===== src/rtl/dertlv_pkg.sv =====
package dertlv_pkg;

    // Default sizing of the parser.
    localparam int OFFSET_BITS_DEF       = 16;
    localparam int MAX_TAG_OCTETS_DEF    = 4;
    localparam int MAX_LENGTH_OCTETS_DEF = 8;

    // Fixed field widths of the result beat.
    localparam int TAG_W    = 32;
    localparam int FIELD_W  = 16;
    localparam int STATUS_W = 2;
    localparam int BYTE_W   = 8;

    // Result status codes.
    localparam logic [STATUS_W-1:0] ST_OK      = 2'd0;
    localparam logic [STATUS_W-1:0] ST_END     = 2'd1;
    localparam logic [STATUS_W-1:0] ST_INVALID = 2'd2;

    // Octet masks used by the tag and length rules.
    localparam logic [BYTE_W-1:0] TAG_MORE_MASK = 8'h1f;
    localparam logic [BYTE_W-1:0] LOW7_MASK     = 8'h7f;
    localparam logic [BYTE_W-1:0] HIGH_BIT_MASK = 8'h80;
    localparam int                LONG_MIN      = 128;

endpackage


===== src/rtl/der_tlv_stream_parser.sv =====
// Registered output: a result beat appears on the master side in the cycle after its input beat.
// Throughput: one input beat per cycle, sustained, as long as the master side keeps taking results.
// The single result register is the only buffer; the slave side stalls only while it is full and unread.
// Reset: synchronous, active low on i_rst_n; the parser waits for the first tag octet at offset zero.
// An end-of-buffer beat also returns the parser to that reset state for the next buffer.
module der_tlv_stream_parser #(
    parameter int OFFSET_BITS       = dertlv_pkg::OFFSET_BITS_DEF,
    parameter int MAX_TAG_OCTETS    = dertlv_pkg::MAX_TAG_OCTETS_DEF,
    parameter int MAX_LENGTH_OCTETS = dertlv_pkg::MAX_LENGTH_OCTETS_DEF
) (
    input  logic        i_clk,
    input  logic        i_rst_n,
    // Input byte stream.
    input  logic        s_axis_tvalid,
    output logic        s_axis_tready,
    input  logic [7:0]  s_axis_tdata,   // [7:0] data_byte
    input  logic        s_axis_tuser,   // [0] command (1 = end of buffer)
    // Result stream.
    output logic        m_axis_tvalid,
    input  logic        m_axis_tready,
    output logic [79:0] m_axis_tdata,   // [31:0] tag, [47:32] val_len,
                                        // [63:48] value_offset, [79:64] total_len
    output logic [1:0]  m_axis_tuser    // [1:0] status
);

    localparam int OB      = OFFSET_BITS;
    localparam int TCNT_W  = $clog2(MAX_TAG_OCTETS + 1);
    localparam int LCNT_W  = $clog2(MAX_LENGTH_OCTETS + 1);
    localparam int EXT_W   = (OB + 1 > dertlv_pkg::FIELD_W) ? OB + 1 : dertlv_pkg::FIELD_W;
    localparam int BW      = dertlv_pkg::BYTE_W;
    localparam int TW      = dertlv_pkg::TAG_W;
    localparam int FW      = dertlv_pkg::FIELD_W;

    // Parse phase, one-hot. PH_DEAD is entered after an INVALID result and
    // swallows data beats until the end-of-buffer beat.
    typedef enum logic [5:0] {
        PH_TAG_FIRST = 6'b000001,
        PH_TAG_MORE  = 6'b000010,
        PH_LEN_FIRST = 6'b000100,
        PH_LEN_MORE  = 6'b001000,
        PH_VALUE     = 6'b010000,
        PH_DEAD      = 6'b100000
    } t_phase;

    // Parser state. r_pos carries one extra bit so that running past the
    // offset range can be seen as a set top bit.
    t_phase              r_phase,     n_phase;
    logic [OB:0]         r_pos,       n_pos;
    logic [OB-1:0]       r_rec_start, n_rec_start;
    logic [OB-1:0]       r_val_start, n_val_start;
    logic [OB-1:0]       r_len,       n_len;
    logic [OB-1:0]       r_val_left,  n_val_left;
    logic [TW-1:0]       r_tag,       n_tag;
    logic [TCNT_W-1:0]   r_tag_cnt,   n_tag_cnt;
    logic [LCNT_W-1:0]   r_len_left,  n_len_left;
    logic                r_len_first, n_len_first;

    // Result register.
    logic                r_out_valid;
    logic [1:0]          r_out_status, n_out_status;
    logic [TW-1:0]       r_out_tag,    n_out_tag;
    logic [FW-1:0]       r_out_vlen,   n_out_vlen;
    logic [FW-1:0]       r_out_voff,   n_out_voff;
    logic [FW-1:0]       r_out_elen,   n_out_elen;

    logic                w_accept;
    logic                w_emit;
    logic                w_emit_rec;
    logic [BW-1:0]       w_byte;
    logic [OB:0]         w_pos_inc;
    logic [OB:0]         w_elen;
    logic [OB+BW-1:0]    w_len_shift;
    logic [6:0]          w_len_cnt;
    logic [EXT_W-1:0]    w_elen_ext;
    logic [EXT_W-1:0]    w_vlen_ext;
    logic [EXT_W-1:0]    w_voff_ext;

    // The result register parts the two sides: a new byte is taken whenever
    // the register is empty or is being emptied in this cycle.
    assign s_axis_tready = !r_out_valid || m_axis_tready;
    assign w_accept      = s_axis_tvalid && s_axis_tready;
    assign w_byte        = s_axis_tdata;

    assign w_pos_inc   = r_pos + {{OB{1'b0}}, 1'b1};
    // Encoded length spans from the first tag octet through the current byte.
    assign w_elen      = w_pos_inc - {1'b0, r_rec_start};
    // Long-form length accumulation; the top byte of the concatenation is
    // the part that would fall off the offset range.
    assign w_len_shift = {r_len, w_byte};
    assign w_len_cnt   = w_byte[6:0];

    always_comb begin
        n_phase      = r_phase;
        n_pos        = r_pos;
        n_rec_start  = r_rec_start;
        n_val_start  = r_val_start;
        n_len        = r_len;
        n_val_left   = r_val_left;
        n_tag        = r_tag;
        n_tag_cnt    = r_tag_cnt;
        n_len_left   = r_len_left;
        n_len_first  = r_len_first;
        w_emit       = 1'b0;
        w_emit_rec   = 1'b0;
        n_out_status = dertlv_pkg::ST_INVALID;

        if (s_axis_tuser) begin
            // End of buffer: report END at a record boundary, INVALID inside
            // a record, and nothing after an earlier INVALID.
            n_phase = PH_TAG_FIRST;
            n_pos   = '0;
            if (r_phase == PH_TAG_FIRST) begin
                w_emit       = 1'b1;
                n_out_status = dertlv_pkg::ST_END;
            end else if (r_phase != PH_DEAD) begin
                w_emit = 1'b1;
            end
        end else if (r_phase != PH_DEAD) begin
            if (r_pos[OB]) begin
                // This byte would sit beyond the offset range.
                n_phase = PH_DEAD;
                w_emit  = 1'b1;
            end else begin
                n_pos = w_pos_inc;
                case (r_phase)
                    PH_TAG_FIRST: begin
                        n_rec_start = r_pos[OB-1:0];
                        n_tag       = TW'(w_byte);
                        n_tag_cnt   = TCNT_W'(1);
                        n_len       = '0;
                        if ((w_byte & dertlv_pkg::TAG_MORE_MASK) ==
                                dertlv_pkg::TAG_MORE_MASK) begin
                            n_phase = PH_TAG_MORE;
                        end else begin
                            n_phase = PH_LEN_FIRST;
                        end
                    end
                    PH_TAG_MORE: begin
                        // DER forbids a first continuation octet with no
                        // tag number bits set.
                        if (r_tag_cnt >= TCNT_W'(MAX_TAG_OCTETS) ||
                            (r_tag_cnt == TCNT_W'(1) &&
                             (w_byte & dertlv_pkg::LOW7_MASK) == '0)) begin
                            n_phase = PH_DEAD;
                            w_emit  = 1'b1;
                        end else begin
                            n_tag     = {r_tag[TW-BW-1:0], w_byte};
                            n_tag_cnt = r_tag_cnt + TCNT_W'(1);
                            if ((w_byte & dertlv_pkg::HIGH_BIT_MASK) == '0) begin
                                n_phase = PH_LEN_FIRST;
                            end
                        end
                    end
                    PH_LEN_FIRST: begin
                        if ((w_byte & dertlv_pkg::HIGH_BIT_MASK) == '0) begin
                            // Short form: the header ends with this byte.
                            n_len = OB'(w_byte);
                            if (w_pos_inc[OB]) begin
                                n_phase = PH_DEAD;
                                w_emit  = 1'b1;
                            end else begin
                                n_val_start = w_pos_inc[OB-1:0];
                                if (w_byte == '0) begin
                                    n_phase      = PH_TAG_FIRST;
                                    w_emit       = 1'b1;
                                    w_emit_rec   = 1'b1;
                                    n_out_status = dertlv_pkg::ST_OK;
                                end else begin
                                    n_val_left = OB'(w_byte);
                                    n_phase    = PH_VALUE;
                                end
                            end
                        end else if (w_len_cnt == '0 ||
                                     w_len_cnt > 7'(MAX_LENGTH_OCTETS)) begin
                            n_phase = PH_DEAD;
                            w_emit  = 1'b1;
                        end else begin
                            n_len_left  = LCNT_W'(w_len_cnt);
                            n_len_first = 1'b1;
                            n_len       = '0;
                            n_phase     = PH_LEN_MORE;
                        end
                    end
                    PH_LEN_MORE: begin
                        // Leading zero octet, or a length that outgrows the
                        // offset range, breaks the encoding.
                        if ((r_len_first && w_byte == '0) ||
                            w_len_shift[OB+BW-1:OB] != '0) begin
                            n_phase = PH_DEAD;
                            w_emit  = 1'b1;
                        end else begin
                            n_len_first = 1'b0;
                            n_len       = w_len_shift[OB-1:0];
                            n_len_left  = r_len_left - LCNT_W'(1);
                            if (r_len_left == LCNT_W'(1)) begin
                                // Long form must not encode a short length;
                                // a nonzero value is guaranteed past this.
                                if (w_len_shift[OB-1:0] < OB'(dertlv_pkg::LONG_MIN) ||
                                    w_pos_inc[OB]) begin
                                    n_phase = PH_DEAD;
                                    w_emit  = 1'b1;
                                end else begin
                                    n_val_start = w_pos_inc[OB-1:0];
                                    n_val_left  = w_len_shift[OB-1:0];
                                    n_phase     = PH_VALUE;
                                end
                            end
                        end
                    end
                    PH_VALUE: begin
                        n_val_left = r_val_left - OB'(1);
                        if (r_val_left == OB'(1)) begin
                            n_phase      = PH_TAG_FIRST;
                            w_emit       = 1'b1;
                            w_emit_rec   = 1'b1;
                            n_out_status = dertlv_pkg::ST_OK;
                        end
                    end
                    default: begin
                        n_phase = PH_DEAD;
                        w_emit  = 1'b1;
                    end
                endcase
            end
        end
    end

    // Result payload: record fields for OK, zeros for END and INVALID.
    assign w_elen_ext = EXT_W'(w_elen);
    assign w_vlen_ext = EXT_W'(n_len);
    assign w_voff_ext = EXT_W'(n_val_start);

    always_comb begin
        if (w_emit_rec) begin
            n_out_tag  = n_tag;
            n_out_vlen = w_vlen_ext[FW-1:0];
            n_out_voff = w_voff_ext[FW-1:0];
            n_out_elen = w_elen_ext[FW-1:0];
        end else begin
            n_out_tag  = '0;
            n_out_vlen = '0;
            n_out_voff = '0;
            n_out_elen = '0;
        end
    end

    always_ff @(posedge i_clk) begin
        if (!i_rst_n) begin
            r_phase     <= PH_TAG_FIRST;
            r_pos       <= '0;
            r_len_first <= 1'b0;
            r_out_valid <= 1'b0;
        end else begin
            if (w_accept) begin
                r_phase     <= n_phase;
                r_pos       <= n_pos;
                r_len_first <= n_len_first;
            end
            if (w_accept && w_emit) begin
                r_out_valid <= 1'b1;
            end else if (m_axis_tready) begin
                r_out_valid <= 1'b0;
            end
        end
    end

    // Payload registers carry no reset; each record rewrites them before use.
    always_ff @(posedge i_clk) begin
        if (w_accept) begin
            r_rec_start <= n_rec_start;
            r_val_start <= n_val_start;
            r_len       <= n_len;
            r_val_left  <= n_val_left;
            r_tag       <= n_tag;
            r_tag_cnt   <= n_tag_cnt;
            r_len_left  <= n_len_left;
        end
        if (w_accept && w_emit) begin
            r_out_status <= n_out_status;
            r_out_tag    <= n_out_tag;
            r_out_vlen   <= n_out_vlen;
            r_out_voff   <= n_out_voff;
            r_out_elen   <= n_out_elen;
        end
    end

    assign m_axis_tvalid = r_out_valid;
    assign m_axis_tdata  = {r_out_elen, r_out_voff, r_out_vlen, r_out_tag};
    assign m_axis_tuser  = r_out_status;

endmodule


===== config.mk =====
export PLATFORM = sky130hd
export DESIGN_NAME = der_tlv_stream_parser
export DESIGN_NICKNAME = d
export VERILOG_FILES = /design/src/rtl/dertlv_pkg.sv /design/src/rtl/der_tlv_stream_parser.sv
export SDC_FILE = /design/constraint.sdc
export NUM_CORES = 1
export LEC_CHECK = 0
export ABC_CLOCK_PERIOD_IN_PS = 6500
export BUFFER_PORTS_ARGS = -buffer_cell sky130_fd_sc_hd__buf_4
export CAP_MARGIN = 20
export CORE_UTILIZATION = 45
export CTS_CLUSTER_DIAMETER = 40
export DETAILED_ROUTE_END_ITERATION = 8
export GPL_TIMING_DRIVEN = 0
export HOLD_SLACK_MARGIN = 0.1
export PLACE_DENSITY_LB_ADDON = 0.15
export SYNTH_ARGS = -nofsm -noshare
export SYNTH_HDL_FRONTEND = slang
export SYNTH_SLANG_ARGS = --single-unit

===== constraint.sdc =====
create_clock -name i_clk -period 6.5 [get_ports i_clk]
set_input_delay 0.65 -clock i_clk [delete_from_list [all_inputs] [get_ports i_clk]]
set_output_delay 0.65 -clock i_clk [all_outputs]
set_load 0.1 [all_outputs]

# Word level (Yosys, flattened, before mapping)
# Index checks and enable logic that the tools add are counted.
op_classes:
  n_bitwise: 2
  eq_ne: 23
  muxes: 88
  addsub: 5
  order_cmp: 3
  n_reduce_logical: 27
ops:
  columns: ["op", "n"]
  rows:
  - ["$mux W16", 20]
  - ["$mux W32", 4]
  - ["$pmux W16 S3", 2]
  - ["$mux W6", 12]
  - ["$pmux W32 S2", 1]
  - ["$mux W17", 3]
  - ["$pmux W16 S2", 1]
  - ["$pmux W6 S5", 1]
  - ["$logic_not A8 Y1", 3]
  - ["$mux W1", 24]
  - ["$ne A2 B2 Y1 const B", 10]
  - ["$add A17 B1 Y17 const B", 1]
  - ["$eq A16 B1 Y1 const B", 1]
  - ["$lt A16 B8 Y1 const B", 1]
  - ["$mux W2", 8]
  - ["$sub A16 B1 Y16 const B", 1]
  - ["$sub A16 B16 Y16", 1]
  - ["$mux W4", 3]
  - ["$reduce_and A11 Y1", 1]
  - ["$ne A5 B5 Y1 const B", 2]
  - ["$reduce_and A5 Y1", 2]
  - ["$pmux W4 S2", 1]
  - ["$reduce_and A8 Y1", 1]
  - ["$reduce_bool A2 Y1", 4]
  - ["30 further kinds", 40]
word_totals:
  reg_bits: 210
  inputBits: 13

# Logic depth before layout (Yosys ltp)
depth:
  ltp_word: 11
  ltp_mapped: 12

# Least setup slack after synthesis
# OpenSTA, ideal clock, no wires.
synth_timing:
  kind: "reg-to-reg"
  from: "reg r_pos[0]"
  to: "reg r_out_status[0] (netlist: m_axis_tuser[0]) (enable)"
  stages_incl_launch_ff: 11
  t_required_ns: 5.951
  arrival_ns: 6.029
  setup_slack_ns: -0.078
  cell_sequence: "dfxtp_1 ha_1 nand3_1 nor3_1 nand3_1 ha_1 a31oi_1 nor3b_1 a31o_2 nor4_1 a21oi_1"
synth_between:
  elab_chain_len: 10
synth_lines:
  columns: ["item", "line_no", "rtl"]
  rows:
  - ["start, declared", "der_tlv_stream_parser.sv:48", "logic [OB:0] r_pos, n_pos;"]
  - ["start signal, assigned", "der_tlv_stream_parser.sv:256", "r_pos <= n_pos;"]
  - ["$add A17 B1 Y17 (*)", "der_tlv_stream_parser.sv:84", "assign w_pos_inc = r_pos + {{OB{1'b0}}, 1'b1};"]
  - ["$logic_or A1 B1 Y1", "der_tlv_stream_parser.sv:198", "if (w_len_shift[OB-1:0] < OB'(dertlv_pkg::LONG_MIN) ||"]
  - ["$mux W1", "der_tlv_stream_parser.sv:198", null]
  - ["$mux W1", "der_tlv_stream_parser.sv:195", "if (r_len_left == LCNT_W'(1)) begin"]
  - ["$mux W1", "der_tlv_stream_parser.sv:187", "if ((r_len_first && w_byte == '0) ||"]
  - ["$pmux W1 S5 (*)", "der_tlv_stream_parser.sv:125", "case (r_phase)"]
  - ["$mux W1 (*)", "der_tlv_stream_parser.sv:119", "if (r_pos[OB]) begin"]
  - ["$mux W1 (*)", "der_tlv_stream_parser.sv:118", "end else if (r_phase != PH_DEAD) begin"]
  - ["$mux W1 (*)", "der_tlv_stream_parser.sv:107", "if (s_axis_tuser) begin"]
  - ["$logic_and A1 B1 Y1 (*)", "der_tlv_stream_parser.sv:278", "if (w_accept && w_emit) begin"]
  - ["end signal, assigned", "der_tlv_stream_parser.sv:279", "r_out_status <= n_out_status;"]
  - ["end, declared", "der_tlv_stream_parser.sv:60", "logic [1:0] r_out_status, n_out_status;"]
# Mark *: on every way between the ends. The rest lies on a longest branch, timed or not.
# A chain may end at the register's enable or synchronous reset.

# Worst setup path in the final report
layout_timing:
  from: "reg r_pos[0]"
  to: "reg r_out_voff[4] (data pin)"
layout_between:
  elab_chain_len: 9
layout_lines:
  columns: ["item", "line_no", "rtl"]
  rows:
  - ["$add A17 B1 Y17 (*)", "der_tlv_stream_parser.sv:84", null]
  - ["$logic_or A1 B1 Y1", "der_tlv_stream_parser.sv:198", null]
  - ["$mux W16", "der_tlv_stream_parser.sv:198", null]
  - ["$mux W16", "der_tlv_stream_parser.sv:195", null]
  - ["$mux W16", "der_tlv_stream_parser.sv:187", null]
  - ["$pmux W16 S2 (*)", "der_tlv_stream_parser.sv:125", null]
  - ["$mux W16 (*)", "der_tlv_stream_parser.sv:119", null]
  - ["$mux W16 (*)", "der_tlv_stream_parser.sv:118", null]
  - ["$mux W16 (*)", "der_tlv_stream_parser.sv:107", null]
  - ["net n_val_start[4]", "der_tlv_stream_parser.sv:50", "logic [OB-1:0] r_val_start, n_val_start;"]
  - ["end signal, assigned", "der_tlv_stream_parser.sv:282", "r_out_voff <= n_out_voff;"]
  - ["end, declared", "der_tlv_stream_parser.sv:63", "logic [FW-1:0] r_out_voff, n_out_voff;"]
# Mark *: on every way through the listed nets, which the timed path passes. The rest lies on a longest branch.

==> reports/metrics.yaml <==
cts:
  clockRootBuffer: "clkbuf_16"
  numCtsBuffers: 31
  cts_tree: "yes"
  cts_setup_buffers: 0
  insertion_delay_ns: 0.57
  post_cts_resized: 0
  cts_buffer_depth: 3
  clk_pin_slew_ns: 0.06
  hold_buffers: 0
  htreeDepth: 1
  cts.sinks: 210
synthesis:
  netlist_area_um2: 10300
  synth_nets: 905
  dominantRegCellSynth: "edfxtp_1"
  synth-edff-count: 185
  async_flop_share_pct: 0
  synth-simple-area-share_pct: 16.1
  synth_seq_area_share_pct: 58.7
  synth_common_cells: "edfxtp_1, nor2_1, and2_1, nand2_1, a21oi_1"
  synth_top_family_by_area: "simple AND/OR/NAND/NOR gates"
  synth_area_per_cell_um2: 11.9
  synth_area_leaders: "edfxtp_1, dfxtp_1, and2_1"
  synth-compound-area-share_pct: 13.4
  synthCells: 867
  yosys.area_share.adder_pct: 3.11
  post-synth-top-count-cell: "edfxtp_1"
  yosysWarnings: 0
  synth.distinct_cells: 75
  synth_xor_area_share_pct: 3.40
  synth_seq_cells: 210
  synth_top_area_share_pct: 53.9
  synth_top_area_cell: "edfxtp_1"
  synth_mux_area_share_pct: 2.40
worst_setup_path:
  startpoint: "r_pos[0]$_SDFFE_PN0P_"
  crit_slowest_cell: "or4b_1"
  r2r_start: "r_pos[0]$_SDFFE_PN0P_"
  startpoint_type: "flip-flop"
  required_ns: 6.82
  critPathArrivalTime_ns: 4.75
  worstSetupPathType: "reg2reg"
  max_stage_delay_ns: 0.57
  cp-end-kind: "flip-flop"
  path_max_fanout: 10
  rrSetupSlack_ns: 2.07
  crit_chain: "ha_1, nand3_1, nor3_1, nand3_1, ha_1, or4b_1, a31oi_1, a31oi_1, nor2_2, buf_6, mux2_4, and2_1"
hold_path:
  min_path_type: "in2reg"
  worstHoldStart: "i_rst_n"
global_routing:
  grt_pass1_wl_mm: 39.6
  grt_pass1_vias: 7180
  antenna_found_initial: 0
  overflow: 0
  track_usage_pct: 21.4
  grt_max_degree: 68
finish:
  insertedDiodeCount: 0
  final_nets: 1038
  syn_to_final_growth_pct: 22.6
  drive_gt1_share_pct: 20.7
  regArea_um2: 6060
  fill_cells: 1940
  multi_input_area_um2: 3980
  stdcell_count: 1310
drt:
  wire_per_inst_um: 18.9
  vias: 7408
  viasPerCell: 5.65
  drc: 0
  postRouteAntennaNets: 0
  drt_iter0_markers: 658
  first_pass_iters: 6
  wirelength_mm: 24.8
timing:
  period_needed_ns: 4.43
  relSlewSlack_pct: 39.4
  hold_ws_ns: 0.357
  finalMaxSlewViolations: 0
  setup_violations: 0
  min_period_over_period_pct: 68.2
  worst_pin_slew_ns: 0.909
  clock.fmax_mhz: 226
  fin_ws_ns: 2.07
  hold_violations: 0
  finClkSkew_ns: 0.0307
  rsz0062_at_grt: "false"
placed_design:
  gp_congestion: 0.889
  dp_cells: 1252
  dpl.hpwl_mm: 17.8
  io_buffers: 95
  place_ws_ns: 2.09
die:
  die_w_um: 153
  core_um2: 22600
  die-area_um2: 23500
  rows: 55
  dieHeight_um: 153
  initial_utilization_pct: 45.7
  ios: 97
pwr:
  power.leakage_nw: 4.91
  p_per_area_nw_per_um2: 312
  ir_worst_vdd_uv: 206
run:
  drv_cap: 0
outcome:
  status: "finished clean"
kinds of logic (layout without fill, tap and decap cells):
logic type                 Yosys count  count (layout)
and+or+nand+nor                    305             305
DFF                                210             210
AOI/OAI and AO/OA                  197             197
buffers and inverters               70             228
xor gates and xnor gates            40              40
adders and majority gates           25              25
muxes                               20              20
routing by layer:
layer,GRT usage (%),routed length [µm],share of wire [%]
met1,29.8,11300,46
met2,34.8,11500,46
met3,3.29,1380,5.6
met4,5.86,587,2.4
met5,0,0,0
critical path: cells and delay by family, from the launching register on:
| family | cells | cell delay, ns |
|---|---|---|
| AO/OA/AOI/OAI | 2 | 0.55 |
| adder cells (fa/ha/maj) | 2 | 0.74 |
| buffers and inverters | 1 | 0.23 |
| AND/OR/NAND/NOR | 6 | 1.79 |
| multiplexers | 1 | 0.32 |
| flip-flops | 1 | 0.55 |
stage by stage:
step / setup TNS (ns) / utilization [%] / total power (W) / instance area (µm²)
3_3_place_gp: -0.720 / 50.4 / 0.00216 / 11400
2_1_floorplan: 0 / - / 0.00204 / 10300
3_5_place_dp: 0 / 51.0 / 0.00217 / 11500
6_report: 0 / 56.0 / 0.00394 / 12600
4_1_cts: 0 / 56.0 / 0.00397 / 12600
5_1_grt: 0 / 56.0 / 0.00406 / 12600
final timing paths:
kind,cells after the start,end
setup reg to reg,12,r_out_voff[4]$_SDFFCE_PN0P_
hold / removal,2,r_phase[5]$_SDFFE_PN0P_
setup / recovery,12,r_out_voff[4]$_SDFFCE_PN0P_
hold reg to reg,0,r_rec_start[12]$_DFFE_PP_
layout by cell type, fill, tap and decap left out, types with 8 or more instances in the layout:
cell type  Yosys  final
edfxtp_1     185    185
buf_4          0     95
nor2_1        61     61
nand2_1       58     58
and2_1        58     58
o21ai_0       40     40
a21oi_1       41     40
inv_1         34     33
a22o_1        32     32
clkbuf_16      0     31
dfxtp_1       25     25
nand3_1       24     24
ha_1          24     24
clkbuf_1      22     23
xnor2_1       21     21
xor2_1        19     19
nor3_1        17     17
and3_1        16     16
buf_2         11     11
mux2_2        10     10
a22oi_1        9      9
nor4_1         8      8
nand4_1        8      8
flip-flops by register name (all words and copies together), names as in the netlist, 16 cells and up:
| register | cells |
|---|---|
| r_out_voff | 16 |
| r_val_start | 16 |
| r_val_left | 16 |
| r_len | 16 |
| r_out_tag | 32 |
| r_out_vlen | 16 |
| r_pos | 17 |
| r_tag | 32 |
| r_out_elen | 16 |
| r_rec_start | 16 |
area by class of cell:
cell class	count	share of cell area (%)
Clock buffer	32	6.17
Multi-Input combinational cell	587	31.5
Timing Repair Buffer	100	6.39
Clock inverter	26	2.80
Tap cell	285	2.82
Inverter	34	1.03
Sequential cell	210	47.9
Buffer	36	1.36
where the power goes:
part / internal [W] / switching, W
clock: 0.00116 / 0.000633
combinational: 0.000132 / 0.000413
sequential: 0.00156 / 0.0000377
total: 0.00286 / 0.00108
Note: power is estimated with default switching activity, not from simulation.
